--- config.mk ---
export PLATFORM = sky130hd
export DESIGN_NAME = vertical_delta_plane_decoder
export DESIGN_NICKNAME = d
export VERILOG_FILES = /design/src/vdp_pkg.sv /design/src/vdp_queue.sv /design/src/vdp_front.sv /design/src/vdp_back.sv /design/src/vertical_delta_plane_decoder.sv
export SDC_FILE = /design/constraint.sdc
export NUM_CORES = 1
export LEC_CHECK = 0
export ABC_AREA = 1
export BUFFER_PORTS_ARGS = -buffer_cell sky130_fd_sc_hd__buf_4
export CAP_MARGIN = 10
export CORE_ASPECT_RATIO = 0.6
export CORE_MARGIN = 3
export CORE_UTILIZATION = 42
export CTS_BUF_LIST = sky130_fd_sc_hd__clkbuf_4 sky130_fd_sc_hd__clkbuf_8
export DETAILED_ROUTE_END_ITERATION = 8
export PLACE_DENSITY_LB_ADDON = 0.25
export SYNTH_ARGS = -nofsm -noshare
export SYNTH_HDL_FRONTEND = slang
export SYNTH_SLANG_ARGS = --single-unit
--- constraint.sdc ---
create_clock -name clk -period 5.5 [get_ports clk]
set_input_delay 0.55 -clock clk [delete_from_list [all_inputs] [get_ports clk]]
set_output_delay 0.55 -clock clk [all_outputs]
set_load 0.01 [all_outputs]
--- src/vdp_pkg.sv ---
package vdp_pkg;

  // Default sizes of the block (top-level parameter defaults)
  localparam int MAX_PLANES_DEF = 8;
  localparam int MAX_PITCH_DEF  = 256;
  localparam int MAX_ROWS_DEF   = 1024;
  localparam int QUEUE_DEPTH    = 4;

  // Fixed field widths
  localparam int DATA_W       = 8;
  localparam int PLANE_W      = 3;
  localparam int REP_W        = 8;
  localparam int OFFSET_W     = 21;
  localparam int PITCH_REG_W  = 9;
  localparam int PLANES_REG_W = 4;
  localparam int ROWS_REG_W   = 11;
  localparam int CFG_IDX_W    = 2;
  localparam int CFG_DATA_W   = 11;

  // Configuration register indexes
  localparam logic [CFG_IDX_W-1:0] CFG_PLANE_PITCH = 2'd0;
  localparam logic [CFG_IDX_W-1:0] CFG_NUM_PLANES  = 2'd1;
  localparam logic [CFG_IDX_W-1:0] CFG_FRAME_ROWS  = 2'd2;

  // Configuration reset values
  localparam logic [PITCH_REG_W-1:0]  PITCH_RST  = 9'd40;
  localparam logic [PLANES_REG_W-1:0] PLANES_RST = 4'd5;
  localparam logic [ROWS_REG_W-1:0]   ROWS_RST   = 11'd200;

  localparam int PITCH_MIN = 2;

  // Op code layout: bit 7 marks a literal copy, low 7 bits give its length
  localparam int OP_COPY_BIT = 7;
  localparam int COPY_LEN_W  = 7;

  // Op codes
  localparam logic [DATA_W-1:0] OP_FILL      = 8'h00;
  localparam logic [DATA_W-1:0] OP_COPY_FLAG = 8'h80;

  typedef struct packed {
    logic write_valid;
    logic out_of_range;
    logic plane_done;
  } vdp_flags_t;

endpackage

--- src/vdp_queue.sv ---
module vdp_queue #(
  parameter int W     = 8,
  parameter int DEPTH = 4
) (
  input  logic         clk,
  input  logic         rst_n,
  input  logic         push_vld,
  output logic         push_rdy,
  input  logic [W-1:0] push_data,
  output logic         pop_vld,
  input  logic         pop_rdy,
  output logic [W-1:0] pop_data
);

  localparam int PTR_W = (DEPTH > 1) ? $clog2(DEPTH) : 1;
  localparam int CNT_W = $clog2(DEPTH + 1);

  logic [W-1:0]     mem [DEPTH];
  logic [W-1:0]     pop_data_r;
  logic [PTR_W-1:0] wr_ptr_r, wr_ptr_nxt;
  logic [PTR_W-1:0] rd_ptr_r, rd_ptr_nxt;
  logic [CNT_W-1:0] count_r, count_nxt;
  logic             push, pop;

  assign push_rdy = (count_r != CNT_W'(DEPTH));
  assign pop_vld  = (count_r != '0);
  assign pop_data = pop_data_r;
  assign push     = push_vld && push_rdy;
  assign pop      = pop_vld && pop_rdy;

  always_comb begin
    wr_ptr_nxt = wr_ptr_r;
    rd_ptr_nxt = rd_ptr_r;
    count_nxt  = count_r;
    if (push) begin
      wr_ptr_nxt = (wr_ptr_r == PTR_W'(DEPTH - 1)) ? '0 : wr_ptr_r + PTR_W'(1);
    end
    if (pop) begin
      rd_ptr_nxt = (rd_ptr_r == PTR_W'(DEPTH - 1)) ? '0 : rd_ptr_r + PTR_W'(1);
    end
    if (push && !pop) begin
      count_nxt = count_r + CNT_W'(1);
    end else if (pop && !push) begin
      count_nxt = count_r - CNT_W'(1);
    end
  end

  always_ff @(posedge clk) begin
    if (!rst_n) begin
      wr_ptr_r <= '0;
      rd_ptr_r <= '0;
      count_r  <= '0;
    end else begin
      wr_ptr_r <= wr_ptr_nxt;
      rd_ptr_r <= rd_ptr_nxt;
      count_r  <= count_nxt;
    end
  end

  // Keep the head entry registered; forward the incoming word when it lands there
  always_ff @(posedge clk) begin
    if (push) begin
      mem[wr_ptr_r] <= push_data;
    end
    if (push && (wr_ptr_r == rd_ptr_nxt)) begin
      pop_data_r <= push_data;
    end else begin
      pop_data_r <= mem[rd_ptr_nxt];
    end
  end

endmodule

--- src/vdp_front.sv ---
module vdp_front #(
  parameter int MAX_PLANES = vdp_pkg::MAX_PLANES_DEF,
  parameter int MAX_PITCH  = vdp_pkg::MAX_PITCH_DEF,
  parameter int MAX_ROWS   = vdp_pkg::MAX_ROWS_DEF,
  localparam int EP_W  = $clog2(MAX_PITCH + 1),
  localparam int EPL_W = $clog2(MAX_PLANES + 1),
  localparam int ROW_W = $clog2(MAX_ROWS + 1),
  localparam int COL_W = $clog2(MAX_PITCH)
) (
  input  logic                        clk,
  input  logic                        rst_n,
  input  logic                        in_valid,
  output logic                        in_ready,
  input  logic [vdp_pkg::DATA_W-1:0]  in_data_byte,
  input  logic                        in_plane_start,
  input  logic [vdp_pkg::PLANE_W-1:0] in_plane_number,
  input  logic [EP_W-1:0]             eff_pitch,
  input  logic [EPL_W-1:0]            eff_planes,
  input  logic [ROW_W-1:0]            eff_rows,
  output logic                        q_vld,
  input  logic                        q_rdy,
  output vdp_pkg::vdp_flags_t         q_flags,
  output logic [vdp_pkg::DATA_W-1:0]  q_value,
  output logic [vdp_pkg::REP_W-1:0]   q_rep,
  output logic [ROW_W-1:0]            q_row,
  output logic [COL_W-1:0]            q_col,
  output logic [vdp_pkg::PLANE_W-1:0] q_plane
);

  localparam int SUM_W = ((ROW_W > vdp_pkg::DATA_W) ? ROW_W : vdp_pkg::DATA_W) + 1;

  typedef enum logic [5:0] {
    PH_IDLE      = 6'b000001,
    PH_OPCOUNT   = 6'b000010,
    PH_OPCODE    = 6'b000100,
    PH_FILLCOUNT = 6'b001000,
    PH_FILLVALUE = 6'b010000,
    PH_COPY      = 6'b100000
  } phase_t;

  phase_t                            phase_r, phase_nxt, cur_phase;
  logic [vdp_pkg::DATA_W-1:0]        ops_r, ops_nxt, ops_dec;
  logic [vdp_pkg::COPY_LEN_W-1:0]    copy_r, copy_nxt, copy_dec;
  logic [vdp_pkg::DATA_W-1:0]        fill_r, fill_nxt;
  logic [COL_W-1:0]                  col_r, col_nxt, cur_col;
  logic [ROW_W-1:0]                  row_r, row_nxt, cur_row, adv_row;
  logic [vdp_pkg::PLANE_W-1:0]       plane_r, plane_nxt, cur_plane;
  logic [vdp_pkg::DATA_W-1:0]        adv_n;
  logic [SUM_W-1:0]                  adv_sum;
  logic [COL_W:0]                    col_inc;
  logic                              fire, plane_ok, row_past, rows_over, col_last;
  logic                              op_end, col_end;

  assign q_vld    = in_valid;
  assign in_ready = q_rdy;
  assign fire     = in_valid && q_rdy;

  // A plane start restarts at column 0, row 0 of the new plane
  assign cur_phase = in_plane_start ? PH_OPCOUNT : phase_r;
  assign cur_col   = in_plane_start ? '0 : col_r;
  assign cur_row   = in_plane_start ? '0 : row_r;
  assign cur_plane = in_plane_start ? in_plane_number : plane_r;

  assign plane_ok = (32'(cur_plane) < 32'(eff_planes));

  // Row advance, saturating at the frame height
  always_comb begin
    case (cur_phase)
      PH_FILLVALUE: adv_n = fill_r;
      PH_COPY:      adv_n = vdp_pkg::DATA_W'(1);
      default:      adv_n = in_data_byte;
    endcase
  end

  assign adv_sum   = SUM_W'(cur_row) + SUM_W'(adv_n);
  assign rows_over = (adv_sum > SUM_W'(eff_rows));
  assign adv_row   = rows_over ? eff_rows : adv_sum[ROW_W-1:0];
  assign row_past  = (cur_row >= eff_rows);

  assign col_inc  = {1'b0, cur_col} + (COL_W + 1)'(1);
  assign col_last = (32'(col_inc) >= 32'(eff_pitch));
  assign ops_dec  = (ops_r != '0) ? ops_r - vdp_pkg::DATA_W'(1) : '0;
  assign copy_dec = (copy_r != '0) ? copy_r - vdp_pkg::COPY_LEN_W'(1) : '0;

  always_comb begin
    phase_nxt = phase_r;
    ops_nxt   = ops_r;
    copy_nxt  = copy_r;
    fill_nxt  = fill_r;
    col_nxt   = col_r;
    row_nxt   = row_r;
    plane_nxt = plane_r;
    q_flags   = '0;
    q_value   = '0;
    q_rep     = '0;
    q_row     = cur_row;
    q_col     = cur_col;
    q_plane   = cur_plane;
    op_end    = 1'b0;
    col_end   = 1'b0;
    if (fire) begin
      if (in_plane_start) begin
        plane_nxt = in_plane_number;
        col_nxt   = '0;
        row_nxt   = '0;
        copy_nxt  = '0;
        fill_nxt  = '0;
        phase_nxt = PH_OPCOUNT;
      end
      case (cur_phase)
        PH_IDLE: begin
        end
        PH_OPCOUNT: begin
          ops_nxt = in_data_byte;
          if (in_data_byte == '0) begin
            col_end = 1'b1;
          end else begin
            phase_nxt = PH_OPCODE;
          end
        end
        PH_OPCODE: begin
          if (in_data_byte == vdp_pkg::OP_FILL) begin
            phase_nxt = PH_FILLCOUNT;
          end else if (in_data_byte[vdp_pkg::OP_COPY_BIT]) begin
            copy_nxt = in_data_byte[vdp_pkg::COPY_LEN_W-1:0];
            if (in_data_byte[vdp_pkg::COPY_LEN_W-1:0] == '0) begin
              op_end = 1'b1;
            end else begin
              phase_nxt = PH_COPY;
            end
          end else begin
            row_nxt = adv_row;
            op_end  = 1'b1;
          end
        end
        PH_FILLCOUNT: begin
          fill_nxt  = in_data_byte;
          phase_nxt = PH_FILLVALUE;
        end
        PH_FILLVALUE: begin
          if (fill_r != '0) begin
            if (!plane_ok || rows_over) begin
              q_flags.out_of_range = 1'b1;
            end else begin
              q_flags.write_valid = 1'b1;
              q_value             = in_data_byte;
              q_rep               = fill_r;
            end
            row_nxt = adv_row;
          end
          op_end = 1'b1;
        end
        PH_COPY: begin
          if (!plane_ok || row_past) begin
            q_flags.out_of_range = 1'b1;
          end else begin
            q_flags.write_valid = 1'b1;
            q_value             = in_data_byte;
            q_rep               = vdp_pkg::REP_W'(1);
          end
          row_nxt  = adv_row;
          copy_nxt = copy_dec;
          if (copy_dec == '0) begin
            op_end = 1'b1;
          end
        end
        default: begin
          phase_nxt = PH_IDLE;
        end
      endcase
      if (op_end) begin
        if (ops_dec == '0) begin
          col_end = 1'b1;
        end else begin
          ops_nxt   = ops_dec;
          phase_nxt = PH_OPCODE;
        end
      end
      if (col_end) begin
        row_nxt  = '0;
        ops_nxt  = '0;
        copy_nxt = '0;
        if (col_last) begin
          phase_nxt          = PH_IDLE;
          col_nxt            = '0;
          q_flags.plane_done = 1'b1;
        end else begin
          phase_nxt = PH_OPCOUNT;
          col_nxt   = col_inc[COL_W-1:0];
        end
      end
    end
  end

  always_ff @(posedge clk) begin
    if (!rst_n) begin
      phase_r <= PH_IDLE;
      ops_r   <= '0;
      copy_r  <= '0;
      fill_r  <= '0;
      col_r   <= '0;
      row_r   <= '0;
      plane_r <= '0;
    end else begin
      phase_r <= phase_nxt;
      ops_r   <= ops_nxt;
      copy_r  <= copy_nxt;
      fill_r  <= fill_nxt;
      col_r   <= col_nxt;
      row_r   <= row_nxt;
      plane_r <= plane_nxt;
    end
  end

endmodule

--- src/vdp_back.sv ---
module vdp_back #(
  parameter int MAX_PLANES = vdp_pkg::MAX_PLANES_DEF,
  parameter int MAX_PITCH  = vdp_pkg::MAX_PITCH_DEF,
  parameter int MAX_ROWS   = vdp_pkg::MAX_ROWS_DEF,
  localparam int EP_W  = $clog2(MAX_PITCH + 1),
  localparam int EPL_W = $clog2(MAX_PLANES + 1),
  localparam int ROW_W = $clog2(MAX_ROWS + 1),
  localparam int COL_W = $clog2(MAX_PITCH)
) (
  input  logic                         clk,
  input  logic                         rst_n,
  input  logic                         in_vld,
  output logic                         in_rdy,
  input  vdp_pkg::vdp_flags_t          in_flags,
  input  logic [vdp_pkg::DATA_W-1:0]   in_value,
  input  logic [vdp_pkg::REP_W-1:0]    in_rep,
  input  logic [ROW_W-1:0]             in_row,
  input  logic [COL_W-1:0]             in_col,
  input  logic [vdp_pkg::PLANE_W-1:0]  in_plane,
  input  logic [EP_W-1:0]              eff_pitch,
  input  logic [EPL_W-1:0]             eff_planes,
  output logic                         out_valid,
  input  logic                         out_ready,
  output logic                         out_write_valid,
  output logic [vdp_pkg::OFFSET_W-1:0] out_write_offset,
  output logic [vdp_pkg::DATA_W-1:0]   out_write_value,
  output logic [vdp_pkg::REP_W-1:0]    out_repeat_count,
  output logic                         out_plane_done,
  output logic                         out_out_of_range
);

  localparam int STRIDE_W = $clog2(MAX_PITCH * MAX_PLANES + 1);
  localparam int BASE_W   = $clog2(8 * MAX_PITCH);
  localparam int PROD_W   = ROW_W + STRIDE_W;
  localparam int MAX_PB   = (PROD_W > BASE_W) ? PROD_W : BASE_W;
  localparam int OSUM_W   = ((MAX_PB > vdp_pkg::OFFSET_W) ? MAX_PB : vdp_pkg::OFFSET_W) + 1;

  // Stage 1: row stride and in-row base offset
  logic                         s1_vld_r;
  vdp_pkg::vdp_flags_t          s1_flags_r;
  logic [vdp_pkg::DATA_W-1:0]   s1_value_r;
  logic [vdp_pkg::REP_W-1:0]    s1_rep_r;
  logic [ROW_W-1:0]             s1_row_r;
  logic [STRIDE_W-1:0]          s1_stride_r, s1_stride_nxt;
  logic [BASE_W-1:0]            s1_base_r, s1_base_nxt;

  // Stage 2: output register
  logic                         o_vld_r;
  vdp_pkg::vdp_flags_t          o_flags_r;
  logic [vdp_pkg::DATA_W-1:0]   o_value_r;
  logic [vdp_pkg::REP_W-1:0]    o_rep_r;
  logic [vdp_pkg::OFFSET_W-1:0] o_offset_r, o_offset_nxt;
  logic [OSUM_W-1:0]            off_sum;
  logic                         o_rdy;

  assign o_rdy  = !o_vld_r || out_ready;
  assign in_rdy = !s1_vld_r || o_rdy;

  assign s1_stride_nxt = STRIDE_W'(eff_pitch) * STRIDE_W'(eff_planes);
  assign s1_base_nxt   = BASE_W'(in_plane) * BASE_W'(eff_pitch) + BASE_W'(in_col);

  assign off_sum      = OSUM_W'(s1_row_r) * OSUM_W'(s1_stride_r) + OSUM_W'(s1_base_r);
  assign o_offset_nxt = s1_flags_r.write_valid ? off_sum[vdp_pkg::OFFSET_W-1:0] : '0;

  always_ff @(posedge clk) begin
    if (!rst_n) begin
      s1_vld_r <= 1'b0;
      o_vld_r  <= 1'b0;
    end else begin
      if (in_rdy) begin
        s1_vld_r <= in_vld;
      end
      if (o_rdy) begin
        o_vld_r <= s1_vld_r;
      end
    end
  end

  always_ff @(posedge clk) begin
    if (in_vld && in_rdy) begin
      s1_flags_r  <= in_flags;
      s1_value_r  <= in_value;
      s1_rep_r    <= in_rep;
      s1_row_r    <= in_row;
      s1_stride_r <= s1_stride_nxt;
      s1_base_r   <= s1_base_nxt;
    end
    if (s1_vld_r && o_rdy) begin
      o_flags_r  <= s1_flags_r;
      o_value_r  <= s1_value_r;
      o_rep_r    <= s1_rep_r;
      o_offset_r <= o_offset_nxt;
    end
  end

  assign out_valid        = o_vld_r;
  assign out_write_valid  = o_flags_r.write_valid;
  assign out_write_offset = o_offset_r;
  assign out_write_value  = o_value_r;
  assign out_repeat_count = o_rep_r;
  assign out_plane_done   = o_flags_r.plane_done;
  assign out_out_of_range = o_flags_r.out_of_range;

endmodule

--- src/vertical_delta_plane_decoder.sv ---
// Vertical byte-delta plane decoder. Feed the op list of one bitplane a byte
// per transaction, with plane_start high on the first byte (the op count of
// column 0) and plane_number naming the plane. Each accepted byte yields
// exactly one result transaction: either a write descriptor (offset, value,
// repeat count down the column at stride plane_pitch * num_planes) or an
// empty result, with plane_done marking the byte that finishes the last
// column and out_of_range marking a write suppressed because it would pass
// the frame height or names a plane beyond num_planes. The block sustains
// one byte per clock while the queue has room; the front decodes a byte into
// the queue in the accepting cycle, and its result then passes from the queue
// through the back's registers for the stride/base products and for the
// offset multiply-add. The decode front hands classified ops through a
// four-entry queue to the address back end, so a stalled result port only
// stops input once that queue fills.
// Configuration registers are written through the cfg port, which is always
// ready; write them only while no transaction is in flight.
module vertical_delta_plane_decoder #(
  parameter int MAX_PLANES = vdp_pkg::MAX_PLANES_DEF,
  parameter int MAX_PITCH  = vdp_pkg::MAX_PITCH_DEF,
  parameter int MAX_ROWS   = vdp_pkg::MAX_ROWS_DEF
) (
  input  logic                           clk,
  input  logic                           rst_n,
  input  logic                           in_valid,
  output logic                           in_ready,
  input  logic [vdp_pkg::DATA_W-1:0]     in_data_byte,
  input  logic                           in_plane_start,
  input  logic [vdp_pkg::PLANE_W-1:0]    in_plane_number,
  output logic                           out_valid,
  input  logic                           out_ready,
  output logic                           out_write_valid,
  output logic [vdp_pkg::OFFSET_W-1:0]   out_write_offset,
  output logic [vdp_pkg::DATA_W-1:0]     out_write_value,
  output logic [vdp_pkg::REP_W-1:0]      out_repeat_count,
  output logic                           out_plane_done,
  output logic                           out_out_of_range,
  input  logic                           cfg_valid,
  output logic                           cfg_ready,
  input  logic [vdp_pkg::CFG_IDX_W-1:0]  cfg_index,
  input  logic [vdp_pkg::CFG_DATA_W-1:0] cfg_data
);

  localparam int EP_W  = $clog2(MAX_PITCH + 1);
  localparam int EPL_W = $clog2(MAX_PLANES + 1);
  localparam int ROW_W = $clog2(MAX_ROWS + 1);
  localparam int COL_W = $clog2(MAX_PITCH);
  localparam int Q_W   = $bits(vdp_pkg::vdp_flags_t) + vdp_pkg::DATA_W + vdp_pkg::REP_W
                         + ROW_W + COL_W + vdp_pkg::PLANE_W;

  // Configuration registers, raw as written
  logic [vdp_pkg::PITCH_REG_W-1:0]  plane_pitch_r;
  logic [vdp_pkg::PLANES_REG_W-1:0] num_planes_r;
  logic [vdp_pkg::ROWS_REG_W-1:0]   frame_rows_r;

  // Effective (saturated) configuration
  logic [EP_W-1:0]  eff_pitch;
  logic [EPL_W-1:0] eff_planes;
  logic [ROW_W-1:0] eff_rows;

  // Front to queue
  logic                        f_vld, f_rdy;
  vdp_pkg::vdp_flags_t         f_flags;
  logic [vdp_pkg::DATA_W-1:0]  f_value;
  logic [vdp_pkg::REP_W-1:0]   f_rep;
  logic [ROW_W-1:0]            f_row;
  logic [COL_W-1:0]            f_col;
  logic [vdp_pkg::PLANE_W-1:0] f_plane;

  // Queue to back
  logic                        b_vld, b_rdy;
  vdp_pkg::vdp_flags_t         b_flags;
  logic [vdp_pkg::DATA_W-1:0]  b_value;
  logic [vdp_pkg::REP_W-1:0]   b_rep;
  logic [ROW_W-1:0]            b_row;
  logic [COL_W-1:0]            b_col;
  logic [vdp_pkg::PLANE_W-1:0] b_plane;
  logic [Q_W-1:0]              q_din, q_dout;

  assign cfg_ready = 1'b1;

  // Writes to an index beyond the register list are dropped
  always_ff @(posedge clk) begin
    if (!rst_n) begin
      plane_pitch_r <= vdp_pkg::PITCH_RST;
      num_planes_r  <= vdp_pkg::PLANES_RST;
      frame_rows_r  <= vdp_pkg::ROWS_RST;
    end else if (cfg_valid && cfg_ready) begin
      case (cfg_index)
        vdp_pkg::CFG_PLANE_PITCH: plane_pitch_r <= cfg_data[vdp_pkg::PITCH_REG_W-1:0];
        vdp_pkg::CFG_NUM_PLANES:  num_planes_r  <= cfg_data[vdp_pkg::PLANES_REG_W-1:0];
        vdp_pkg::CFG_FRAME_ROWS:  frame_rows_r  <= cfg_data[vdp_pkg::ROWS_REG_W-1:0];
        default: begin
        end
      endcase
    end
  end

  // Saturate the registers into their legal ranges
  assign eff_pitch = (32'(plane_pitch_r) < 32'(vdp_pkg::PITCH_MIN)) ? EP_W'(vdp_pkg::PITCH_MIN) :
                     (32'(plane_pitch_r) > 32'(MAX_PITCH))          ? EP_W'(MAX_PITCH) :
                                                                      EP_W'(plane_pitch_r);
  assign eff_planes = (num_planes_r == '0)                        ? EPL_W'(1) :
                      (32'(num_planes_r) > 32'(MAX_PLANES))       ? EPL_W'(MAX_PLANES) :
                                                                    EPL_W'(num_planes_r);
  assign eff_rows = (frame_rows_r == '0)                          ? ROW_W'(1) :
                    (32'(frame_rows_r) > 32'(MAX_ROWS))           ? ROW_W'(MAX_ROWS) :
                                                                    ROW_W'(frame_rows_r);

  // Front: op stream parser, one byte per cycle while the queue accepts
  vdp_front #(
    .MAX_PLANES (MAX_PLANES),
    .MAX_PITCH  (MAX_PITCH),
    .MAX_ROWS   (MAX_ROWS)
  ) u_front (
    .clk             (clk),
    .rst_n           (rst_n),
    .in_valid        (in_valid),
    .in_ready        (in_ready),
    .in_data_byte    (in_data_byte),
    .in_plane_start  (in_plane_start),
    .in_plane_number (in_plane_number),
    .eff_pitch       (eff_pitch),
    .eff_planes      (eff_planes),
    .eff_rows        (eff_rows),
    .q_vld           (f_vld),
    .q_rdy           (f_rdy),
    .q_flags         (f_flags),
    .q_value         (f_value),
    .q_rep           (f_rep),
    .q_row           (f_row),
    .q_col           (f_col),
    .q_plane         (f_plane)
  );

  // Hold decoded ops between front and back
  assign q_din = {f_flags, f_value, f_rep, f_row, f_col, f_plane};
  assign {b_flags, b_value, b_rep, b_row, b_col, b_plane} = q_dout;

  vdp_queue #(
    .W     (Q_W),
    .DEPTH (vdp_pkg::QUEUE_DEPTH)
  ) u_queue (
    .clk       (clk),
    .rst_n     (rst_n),
    .push_vld  (f_vld),
    .push_rdy  (f_rdy),
    .push_data (q_din),
    .pop_vld   (b_vld),
    .pop_rdy   (b_rdy),
    .pop_data  (q_dout)
  );

  // Back: buffer offset computation and result register
  vdp_back #(
    .MAX_PLANES (MAX_PLANES),
    .MAX_PITCH  (MAX_PITCH),
    .MAX_ROWS   (MAX_ROWS)
  ) u_back (
    .clk              (clk),
    .rst_n            (rst_n),
    .in_vld           (b_vld),
    .in_rdy           (b_rdy),
    .in_flags         (b_flags),
    .in_value         (b_value),
    .in_rep           (b_rep),
    .in_row           (b_row),
    .in_col           (b_col),
    .in_plane         (b_plane),
    .eff_pitch        (eff_pitch),
    .eff_planes       (eff_planes),
    .out_valid        (out_valid),
    .out_ready        (out_ready),
    .out_write_valid  (out_write_valid),
    .out_write_offset (out_write_offset),
    .out_write_value  (out_write_value),
    .out_repeat_count (out_repeat_count),
    .out_plane_done   (out_plane_done),
    .out_out_of_range (out_out_of_range)
  );

endmodule

After elaboration in Yosys (flattened, before gate mapping)
Memories as Yosys holds them, arrays and structs flattened. A register that Yosys moved wholly into a read port is not among the register bits.
Cells that the tools add are included.
{ "word_totals": {"output_inout_bits": 43, "in_bits": 30, "register_bits": 177, "word_cells": 172, "memories": 1, "ram_bits": 164} }
{ "mem_list": {"columns": ["name", "words", "width", "rd", "rd_ports_with_merged_regs", "write_ports", "line_no", "source"], "rows": [
  ["u_queue.mem", 4, 41, 1, 1, 1, "vdp_queue.sv:18", "logic [W-1:0] mem [DEPTH];"]
]} }
{ "op_classes": {"n_mux": 78, "n_lt_le_gt_ge": 8, "n_mul": 3, "addsub": 10, "eq_ne": 11, "reduce_logical": 32} }
{ "op_table": {"columns": ["operator", "n"], "rows": [
  ["8-bit 2-to-1 mux", 17],
  ["11-bit 2-to-1 mux", 8],
  ["6-bit 2-to-1 mux", 8],
  ["8-bit case mux with 2 select lines", 3],
  ["7-bit 2-to-1 mux", 5],
  ["11-bit case mux with 3 select lines", 1],
  ["6-bit case mux with 4 select lines", 1],
  ["21-bit by 11-bit adder with 21-bit output", 1],
  ["11-bit by 12-bit multiplier with 21-bit output", 1],
  ["1-bit 2-to-1 mux", 19],
  ["9-bit 2-to-1 mux", 2],
  ["8-bit logical NOT", 2],
  ["8-bit nonzero test", 2],
  ["7-bit logical NOT", 2],
  ["7-bit case mux with 2 select lines", 1],
  ["11-bit by 8-bit adder with 12-bit output", 1],
  ["12-bit by 11-bit > comparator with 1-bit output", 1],
  ["9-bit by 4-bit multiplier with 12-bit output", 1],
  ["3-bit 2-to-1 mux", 4],
  ["11-bit by 8-bit adder with 11-bit output", 1],
  ["11-bit greater-or-equal comparator", 1],
  ["11-bit > comparator (second input constant)", 1],
  ["11-bit logical NOT", 1],
  ["3-bit by 9-bit multiplier with 11-bit output", 1],
  ["34 further kinds", 57]
]} }

Longest topological paths before layout
Gate-level depths: netlist of run 1.
{ "logic_depth": {"depth_word": 10, "ltp_mapped": 35, "depth_no_buf": 33} }

By module
A second synthesis of run 1 with hierarchy kept.
{ "unflattened": {"hier_cells": 2638, "area_unflattened_um2": 22816.9} }
{ "modules_own_cells": {"columns": ["module", "instances", "cells_per_inst", "seq_area_each_um2", "area_each_um2"], "rows": [
  ["vdp_back", 1, 1088, 2832.7, 9696.8],
  ["vdp_queue", 1, 469, 5104.9, 6595.1],
  ["vdp_front", 1, 926, 1021.0, 5442.7],
  ["vertical_delta_plane_decoder", 1, 155, 480.5, 1082.3]
]} }

Worst setup path after synthesis of run 1
OpenSTA, ideal clock, no wires.
{ "synth_timing": {"kind": "flip-flop to flip-flop", "from": "reg u_back.s1_row_r[2]", "to": "reg u_back.o_offset_r (netlist bit u_back.out_write_offset[18]), data pin", "setup_slack_ns": 0.540, "synth_period_minus_slack_ns": 4.960, "t_arrival_ns": 4.705, "stages_incl_launch_ff": 21, "setup_time_ns": 0.255, "t_required_ns": 5.245, "path_buffers": 1, "path_cell_list": "edfxtp_1 -> clkbuf_1 -> nand2_1 -> fa_1 -> fa_1 -> inv_1 -> fa_1 -> inv_1 -> fa_1 -> inv_1 -> fa_1 -> ha_1 -> nand2_1 -> nor2_1 -> o21ai_0 -> o211ai_1 -> nor2_1 -> o21ai_0 -> nand4_1 -> a21oi_1 -> nor2_1"} }
{ "synth_between": {"elab_chain_len": 2} }
{ "synth_lines": {"columns": ["element", "line_no", "source"], "rows": [
  ["from (decl)", "vdp_back.sv:43", "logic [ROW_W-1:0] s1_row_r;"],
  ["from (signal assigned)", "vdp_back.sv:84", "s1_row_r <= in_row;"],
  ["11-bit by 12-bit multiplier with 21-bit output", "vdp_back.sv:62", "assign off_sum = OSUM_W'(s1_row_r) * OSUM_W'(s1_stride_r) + OSUM_W'(s1_base_r);"],
  ["21-bit by 11-bit adder with 21-bit output", "vdp_back.sv:62", null],
  ["to (signal assigned)", "vdp_back.sv:92", "o_offset_r <= o_offset_nxt;"],
  ["to (decl)", "vdp_back.sv:52", "logic [vdp_pkg::OFFSET_W-1:0] o_offset_r, o_offset_nxt;"]
]} }
Every way passes these cells.
A chain may end at the register's enable or synchronous reset.

Worst setup path in the final report of run 1
{ "layout_timing": {"from": "reg u_back.s1_row_r[5]", "to": "reg u_back.o_offset_r (netlist bit u_back.out_write_offset[17]), data pin"} }
The elaborated chain is that of the path after synthesis.

==> results of run 1 <==
==> routing by layer <==
metal  GRT usage (%)  up-vias  routed length (um)
met5               0        -                   0
met3            6.00       83                6090
li1                -     8260                   -
met2            28.3      691               21900
met4            4.20        0                 977
met1            36.7     8190               31400
==> flip-flops by register name, indices dropped and copies added, names as in the netlist, 9 cells and up, named ones only <==
name / cells
u_queue.mem: 164
u_back.out_write_offset: 21
u_back.s1_stride_r: 12
frame_rows_r: 11
u_back.s1_base_r: 11
u_back.s1_row_r: 11
u_front.row_r: 11
plane_pitch_r: 9
==> layout by cell type, fill, tap and decap left out, types with 3 or more instances in the layout <==
cell / n
nand2_1: 476
inv_1: 393
edfxtp_1: 257
nor2_1: 221
o21ai_0: 174
buf_4: 161
a21oi_1: 140
ha_1: 136
fa_1: 129
nand3_1: 109
dfxtp_1: 85
clkbuf_8: 56
o22ai_1: 44
xor2_1: 33
nand4_1: 21
nor3_1: 18
clkinv_1: 15
a31oi_1: 14
clkbuf_4: 13
xnor2_1: 12
clkinv_2: 9
o21a_1: 8
nand2_2: 7
o21bai_1: 7
inv_2: 6
nor2_4: 6
or2_2: 4
o21ai_1: 4
bufinv_16: 4
nor2_2: 3
nand2_4: 3
o21ai_2: 3
o2111ai_1: 3
nand3_2: 3
o311ai_0: 3
==> worst max-delay path, cell delays in order, from the launching register on <==
cell	delay (ps)
edfxtp_1	510
buf_4	220
nand2_1	60
inv_1	60
fa_1	530
inv_1	60
fa_1	440
fa_1	510
inv_1	50
fa_1	470
inv_1	50
fa_1	480
inv_1	40
ha_1	310
nand2_1	130
inv_1	60
a221oi_1	350
o311ai_1	230
a21oi_1	200
o21ai_0	100
a21oi_1	150
==> cell type report <==
cell class,instances,share of cell area [%]
multi-input cells,1608,43.0
flip-flops and latches,343,38.0
repair buffers,161,4.86
clock buffers,69,3.49
diodes,1,0.0101
inverters,404,6.13
clock inverters,30,1.08
well taps,693,3.49
==> kinds of logic (layout without fill, tap and decap cells) <==
logic type	Yosys count	count (layout)	synth area share [%]
AND/OR/NAND/NOR	880	880	16.7
AO/OA/AOI/OAI	417	417	10.4
buffers and inverters	494	664	8.63
XOR/XNOR	45	45	1.80
other	1	2	0.0171
adder cells (fa/ha/maj)	265	265	19.5
flip-flops	343	343	43.0
==> stage by stage <==
| stage | cell area, um^2 | utilization (%) | instances | hold slack [ps] | setup WS (ps) |
|---|---|---|---|---|---|
| 5_1_grt | 24900 | 48.4 | 3309 | 123 | 9.55 |
| 4_1_cts | 24700 | 48.1 | 3291 | 96.3 | 193 |
| 3_3_place_gp | 23600 | 45.9 | 3192 | 401 | 303 |
| 3_5_place_dp | 23600 | 45.9 | 3192 | 405 | 214 |
| 6_report | 24900 | 48.4 | 3309 | 140 | 372 |
| 2_1_floorplan | 22000 | - | 2445 | 400 | 540 |
==> repair_timing <==
item	4_1_cts	5_1_grt
endpoints found under the setup margin	0	40
setup buffers	0	17
gates resized for setup	0	5
==> cells in the mapped netlist, types with 14 or more instances <==
cell	n
nor2_1	225
nand2_1	477
edfxtp_1	257
fa_1	129
nor3_1	18
nand4_1	21
o21ai_0	175
clkbuf_1	77
inv_1	394
dfxtp_1	86
ha_1	136
a31oi_1	14
xor2_1	33
a21oi_1	141
nand3_1	109
o22ai_1	44
==> worst min path at each step <==
stage                    startpoint                          to  slack, ps  cells after the start
5_1_grt                 cfg_data[6]            plane_pitch_r[6]        120                      3
3_5_place_dp     u_back.s1_rep_r[0]  u_back.out_repeat_count[0]        400                      0
4_1_cts                 cfg_data[3]             frame_rows_r[3]        100                      3
6_report                cfg_data[3]             frame_rows_r[3]        140                      3
2_1_floorplan  u_back.s1_flags_r[1]     u_back.out_out_of_range        400                      0
3_3_place_gp     u_back.s1_rep_r[4]  u_back.out_repeat_count[4]        400                      0
==> reports/results.ini, run 1 <==
[grt]
grt_start_max_net_pins=63
overflow=0
grt_pass1_wl_um=94900
antenna_found_initial=2
grt_use_total_pct=22.2
grt_pass1_vias=16400

[sta]
hold_viol=0
fin_crit_ps=5130
drv_slew=0
setup_viol=0
skew_ps=33.8
max_freq_ghz=0.195
slew_headroom_pct=24.1
rsz0062_at_grt=false
post-route-period-util_pct=93.2
fin_tns_setup_ps=0
worstMarginPinSlew_ps=1130

[route]
vias=17200
wl_per_cell_um=18.3
drtPass1Iterations=6
drc=0
totalWireLength_um=60400
vias_per_cell=5.21
drt_iter0_drc=1653
postRouteAntennaNets=0

[synth]
synth_enable_flop_cells=257
yosysWarnings=0
synth_top_area_cell=edfxtp_1
yosys-top-cells-area=edfxtp_1 (35%), fa_1 (12%), nand2_1 (8.2%)
synth_area_per_cell_um2=8.98
async_flop_share_pct=0
ys.flop_type=edfxtp_1
synth_seq_cells=343
synth.top_cell.area_share_pct=35.2
synthDistinctLibCells=54
synth_seq_area_share_pct=43.0
syn_inst=2445
synthesis.nets=2740
syn_area_um2=22000

[worst_setup_path]
endpoint=u_back.out_write_offset[17]
path_max_fanout=7
cp-end-kind=flop
regToRegStartpoint=u_back.s1_row_r[5]
reg2reg_depth=20
reg2reg_slack_ps=370
crit_type=flop to flop
critPathLaunchType=flop
required_ps=6010
cp.arrival_ps=5640
cp-startpoint=u_back.s1_row_r[5]
reg2reg_to=u_back.out_write_offset[17]

[cts]
hold_buffers=0
insertion_delay_ps=650
cts_tree=built
root_buffer=clkbuf_8
htreeDepth=2
clk_pin_slew_ps=80
numCtsBuffers=53
cts_sinks=343
cts_buffer_depth=3

[final_layout]
final-seq-area_um2=9440
fin_nets=2866
fill_cells=4891
final_layout_size_suffix_gt1_share_pct=11.2
area_growth_syn_to_layout_pct=13.2
multi_input_area_um2=10700

[floorplanning]
start_util_pct=42.8
rows=64
fp.dieH_um=183
ioPinCount=73
die_area_um2=55100
die_x_um=301
coreArea_um2=51300

[job]
maxCapViolations=0

[worst_hold_path]
worstHoldPathType=input port to flop

[run_status]
status=complete, no violations

[placement]
gp_congestion=1.02
portBuffers=71
dp_hpwl_um=44900

Power of run 1 is not shown: default switching activity piles up to over one toggle a cycle in this logic, so the estimate is an artifact.
==> inputs of run 2 (changes only) <==
Settings changed: CELL_PAD_IN_SITES_DETAIL_PLACEMENT set to 0, CELL_PAD_IN_SITES_GLOBAL_PLACEMENT set to 1.
==> reports/results.ini, run 2 (synthesized netlist as in run 1, its figures left out) <==
[floorplanning]
rows=64
start_util_pct=42.8
coreArea_um2=51300
die_x_um=301
fp.dieH_um=183
die_area_um2=55100
ioPinCount=73

[final_layout]
largest_reg_flops=164
final_cell_mix=nand2_1 (476), inv_1 (393), edfxtp_1 (257)
stdcell_count=3313
final-seq-area_um2=9440
final_layout_size_suffix_gt1_share_pct=11.1
area_growth_syn_to_layout_pct=13.1
fill_cells=4890
multi_input_area_um2=10700
fin_nets=2873
final_common_cell=nand2_1
top_register=u_queue.mem

[grt]
overflow=0
grt_start_max_net_pins=77
antenna_found_initial=2
grt_pass1_vias=16400
grt_use_total_pct=22.4
grt_pass1_wl_um=95200

[cts]
insertion_delay_ps=630
numCtsBuffers=52
clk_pin_slew_ps=70
htreeDepth=2
cts_buffer_depth=3
root_buffer=clkbuf_8
hold_buffers=0
cts_tree=built
cts_sinks=343

[route]
vias=17200
wl_met1_um=32000
vias_per_cell=5.19
top_layer=met4
totalWireLength_um=61400
drt_iter0_drc=1721
routed-wl-met2_um=22500
wl_per_cell_um=18.5
drtPass1Iterations=5
wl_met3_um=6170
postRouteAntennaNets=0
drc=0

[sta]
rsz0062_at_grt=false
setup_viol=0
worstMarginPinSlew_ps=1010
slew_headroom_pct=32.6
hold_viol=0
fin_crit_ps=5170
max_freq_ghz=0.193
fin_tns_setup_ps=0
whs_ps=153
post-route-period-util_pct=94.1
skew_ps=19.8
drv_slew=0

[worst_hold_path]
worstHoldPathType=input port to flop

[placement]
dp_hpwl_um=45900
portBuffers=71
dp.cells=3189
gp_congestion=0.912

[job]
maxCapViolations=0

[run_status]
status=complete, no violations

[worst_setup_path]
critPathLaunchType=flop
required_ps=5980
path_max_fanout=6
cp-end-kind=flop
crit_type=flop to flop
cp.arrival_ps=5650

## run 2: layer usage
| metal | GRT usage (%) | up-vias |
|---|---|---|
| met2 | 29.2 | 638 |
| li1 | - | 8267 |
| met4 | 3.56 | 0 |
| met5 | 0 | - |
| met1 | 37.4 | 8217 |
| met3 | 5.13 | 59 |
## run 2: critical path: stages, from the launching register on
cell      delay [ps]
edfxtp_1         520
buf_4            200
buf_4            130
nand2_1           50
inv_1             40
fa_1             470
inv_1             50
fa_1             530
fa_1             500
inv_1             50
fa_1             480
inv_1             50
fa_1             470
inv_1             50
ha_1             310
nand2_1          120
inv_1             60
a221oi_2         290
o311ai_1         210
a21oi_1          210
o21ai_0          110
a21oi_1          160
## run 2: cell type report
class	count	share of cell area, %
Multi-Input combinational cell	1608	43.0
Sequential cell	343	38.0
Inverter	404	6.12
Timing Repair Buffer	169	5.20
Tap cell	693	3.49
Clock buffer	64	3.25
Clock inverter	31	0.882
Antenna cell	1	0.0101
## run 2: path summary, 6_finish.rpt
kind,from,end,slack (ps),depth (start not counted)
worst max register to register,u_back.s1_stride_r[6],u_back.out_write_offset[17],330,21
worst min register to register,u_back.s1_value_r[1],u_back.out_write_value[1],420,0
worst max-delay path,u_back.s1_stride_r[6],u_back.out_write_offset[17],330,21
worst min-delay path,cfg_data[6],frame_rows_r[6],150,3
## run 2: per-stage QoR
step	utilization, %	setup WS [ps]	area, um^2
CTS	47.9	181	24600
floorplan	-	540	22000
finish	48.4	325	24800
global route	48.4	32.6	24800
global placement	45.9	268	23600
detailed placement	45.9	194	23600
## run 2: what timing repair did
action / in CTS / in global routing
resized for setup: 0 / 5
buffers inserted: 0 / 28
setup endpoints to repair: 0 / 31
Power of run 2 is left out for the same reason.
==> inputs of run 3 (changes only) <==
Settings changed: CORE_ASPECT_RATIO 0.6 to not set, SETUP_SLACK_MARGIN set to 0.4.
==> reports/results.ini, run 3 (synthesized netlist as in run 1, its figures left out) <==
[final_layout]
fin_nets=2875
finalInstanceArea_um2=25300
final_layout_size_suffix_gt1_share_pct=13.7
largest_reg_flops=164
fill_cells=4948
final_common_cell=nand2_1
num_antenna_cells=0
final_cell_mix=nand2_1 (468), inv_1 (384), edfxtp_1 (257)
top_register=u_queue.mem
area_growth_syn_to_layout_pct=15.1

[grt]
overflow=0
grt_use_total_pct=20.7
grt_start_max_net_pins=77
grt_pass1_wl_um=92200
antenna_found_initial=0
grt_pass1_vias=16800

[worst_setup_path]
cp.arrival_ps=5390
required_ps=5910
path_max_fanout=4
crit_type=flop to flop
endpoint=u_back.out_write_offset[19]
cp-startpoint=u_back.s1_row_r[2]
reg2reg_depth=20
regToRegStartpoint=u_back.s1_row_r[2]
cp-end-kind=flop
reg2reg_slack_ps=510
critPathLaunchType=flop
reg2reg_to=u_back.out_write_offset[19]

[floorplanning]
die_x_um=235
fp.dieH_um=235
ioPinCount=73
rows=83
start_util_pct=42.6
coreArea_um2=51500
die_area_um2=55000

[cts]
clk_pin_slew_ps=60
cts_buffer_depth=3
cts_tree=built
numCtsBuffers=58
htreeDepth=2
cts_sinks=343
hold_buffers=0
insertion_delay_ps=660
root_buffer=clkbuf_8

[route]
postRouteAntennaNets=0
vias_per_cell=5.12
wl_per_cell_um=17.4
totalWireLength_um=57600
drtPass1Iterations=8
drc=0
drt_iter0_drc=1108
vias=16900

[worst_hold_path]
worstHoldPathType=input port to flop

[sta]
worstMarginPinSlew_ps=1160
slew_headroom_pct=22.2
rsz0062_at_grt=true
fin_tns_setup_ps=0
hold_viol=0
drv_slew=0
skew_ps=31.4
post-route-period-util_pct=90.7
fin_crit_ps=4990
setup_viol=0
max_freq_ghz=0.200

[run_status]
status=complete, no violations

[job]
maxCapViolations=0

[placement]
dp_hpwl_um=41400
placed_area_um2=23300
portBuffers=71
gp_congestion=0.944

==> run 3: cell count changes in the layout (fill, tap and decap cells not counted), sizes merged <==
cell	previous run	this run
inv	400	402
diode	1	0
clkinvlp	1	3
clkbuf	64	89
bufinv	2	3
buf	169	165
clkinv	32	17
==> run 3: repair_timing <==
action / CTS / global route
buffers inserted: 31 / 24
pin swaps: 0 / 34
gates resized for setup: 6 / 65
cloned: 0 / 0
setup endpoints to repair: 7 / 72
==> run 3: layout make-up <==
cell class / count / area, um^2 / share of cell area (%)
multi-input combinational: 1608 / 10900 / 43.2
clock inverter: 21 / 204 / 0.807
tap: 680 / 851 / 3.37
sequential: 343 / 9440 / 37.4
inverter: 404 / 1520 / 6.03
timing repair buffer: 165 / 1270 / 5.03
clock buffer: 89 / 1060 / 4.21
==> run 3: stage by stage <==
stage / hold WS [ps] / utilization (%) / cells / setup WS (ps)
2_1_floorplan: 400 / - / 2445 / 540
6_report: 122 / 49.0 / 3310 / 512
5_1_grt: 91.9 / 49.0 / 3310 / 342
3_3_place_gp: 402 / 45.2 / 3145 / 266
3_5_place_dp: 405 / 45.2 / 3145 / 142
4_1_cts: 66.3 / 48.2 / 3286 / 433
==> run 3: how the worst min path moves through the flow <==
stage                               from                    endpoint  depth (start not counted)
finish                       cfg_data[6]             frame_rows_r[6]                          3
global route                 cfg_data[6]             frame_rows_r[6]                          3
CTS                          cfg_data[6]             frame_rows_r[6]                          3
detailed placement    u_back.s1_rep_r[2]  u_back.out_repeat_count[2]                          0
global placement    u_back.s1_value_r[1]   u_back.out_write_value[1]                          0
floorplan           u_back.s1_flags_r[1]     u_back.out_out_of_range                          0
==> run 3: worst max-delay path, cell delays in order, from the launching register on <==
cell	delay (ps)
edfxtp_1	400
buf_4	150
buf_4	100
nand2_1	60
fa_1	540
inv_1	50
fa_1	530
inv_1	60
fa_1	500
fa_1	490
inv_1	50
fa_1	510
ha_4	220
inv_2	90
o21bai_2	110
a221oi_4	290
nor3_1	80
nor3_1	270
nand3_1	120
nand2_1	70
nor2_1	40
==> run 3: layer usage <==
metal,vias to the layer above,track usage [%],routed length (um)
li1,8266,-,-
met1,8139,29.0,26600
met2,434,33.9,26700
met3,97,2.77,2830
met4,0,6.07,1460
met5,-,0,0
Power of run 3 is left out for the same reason.
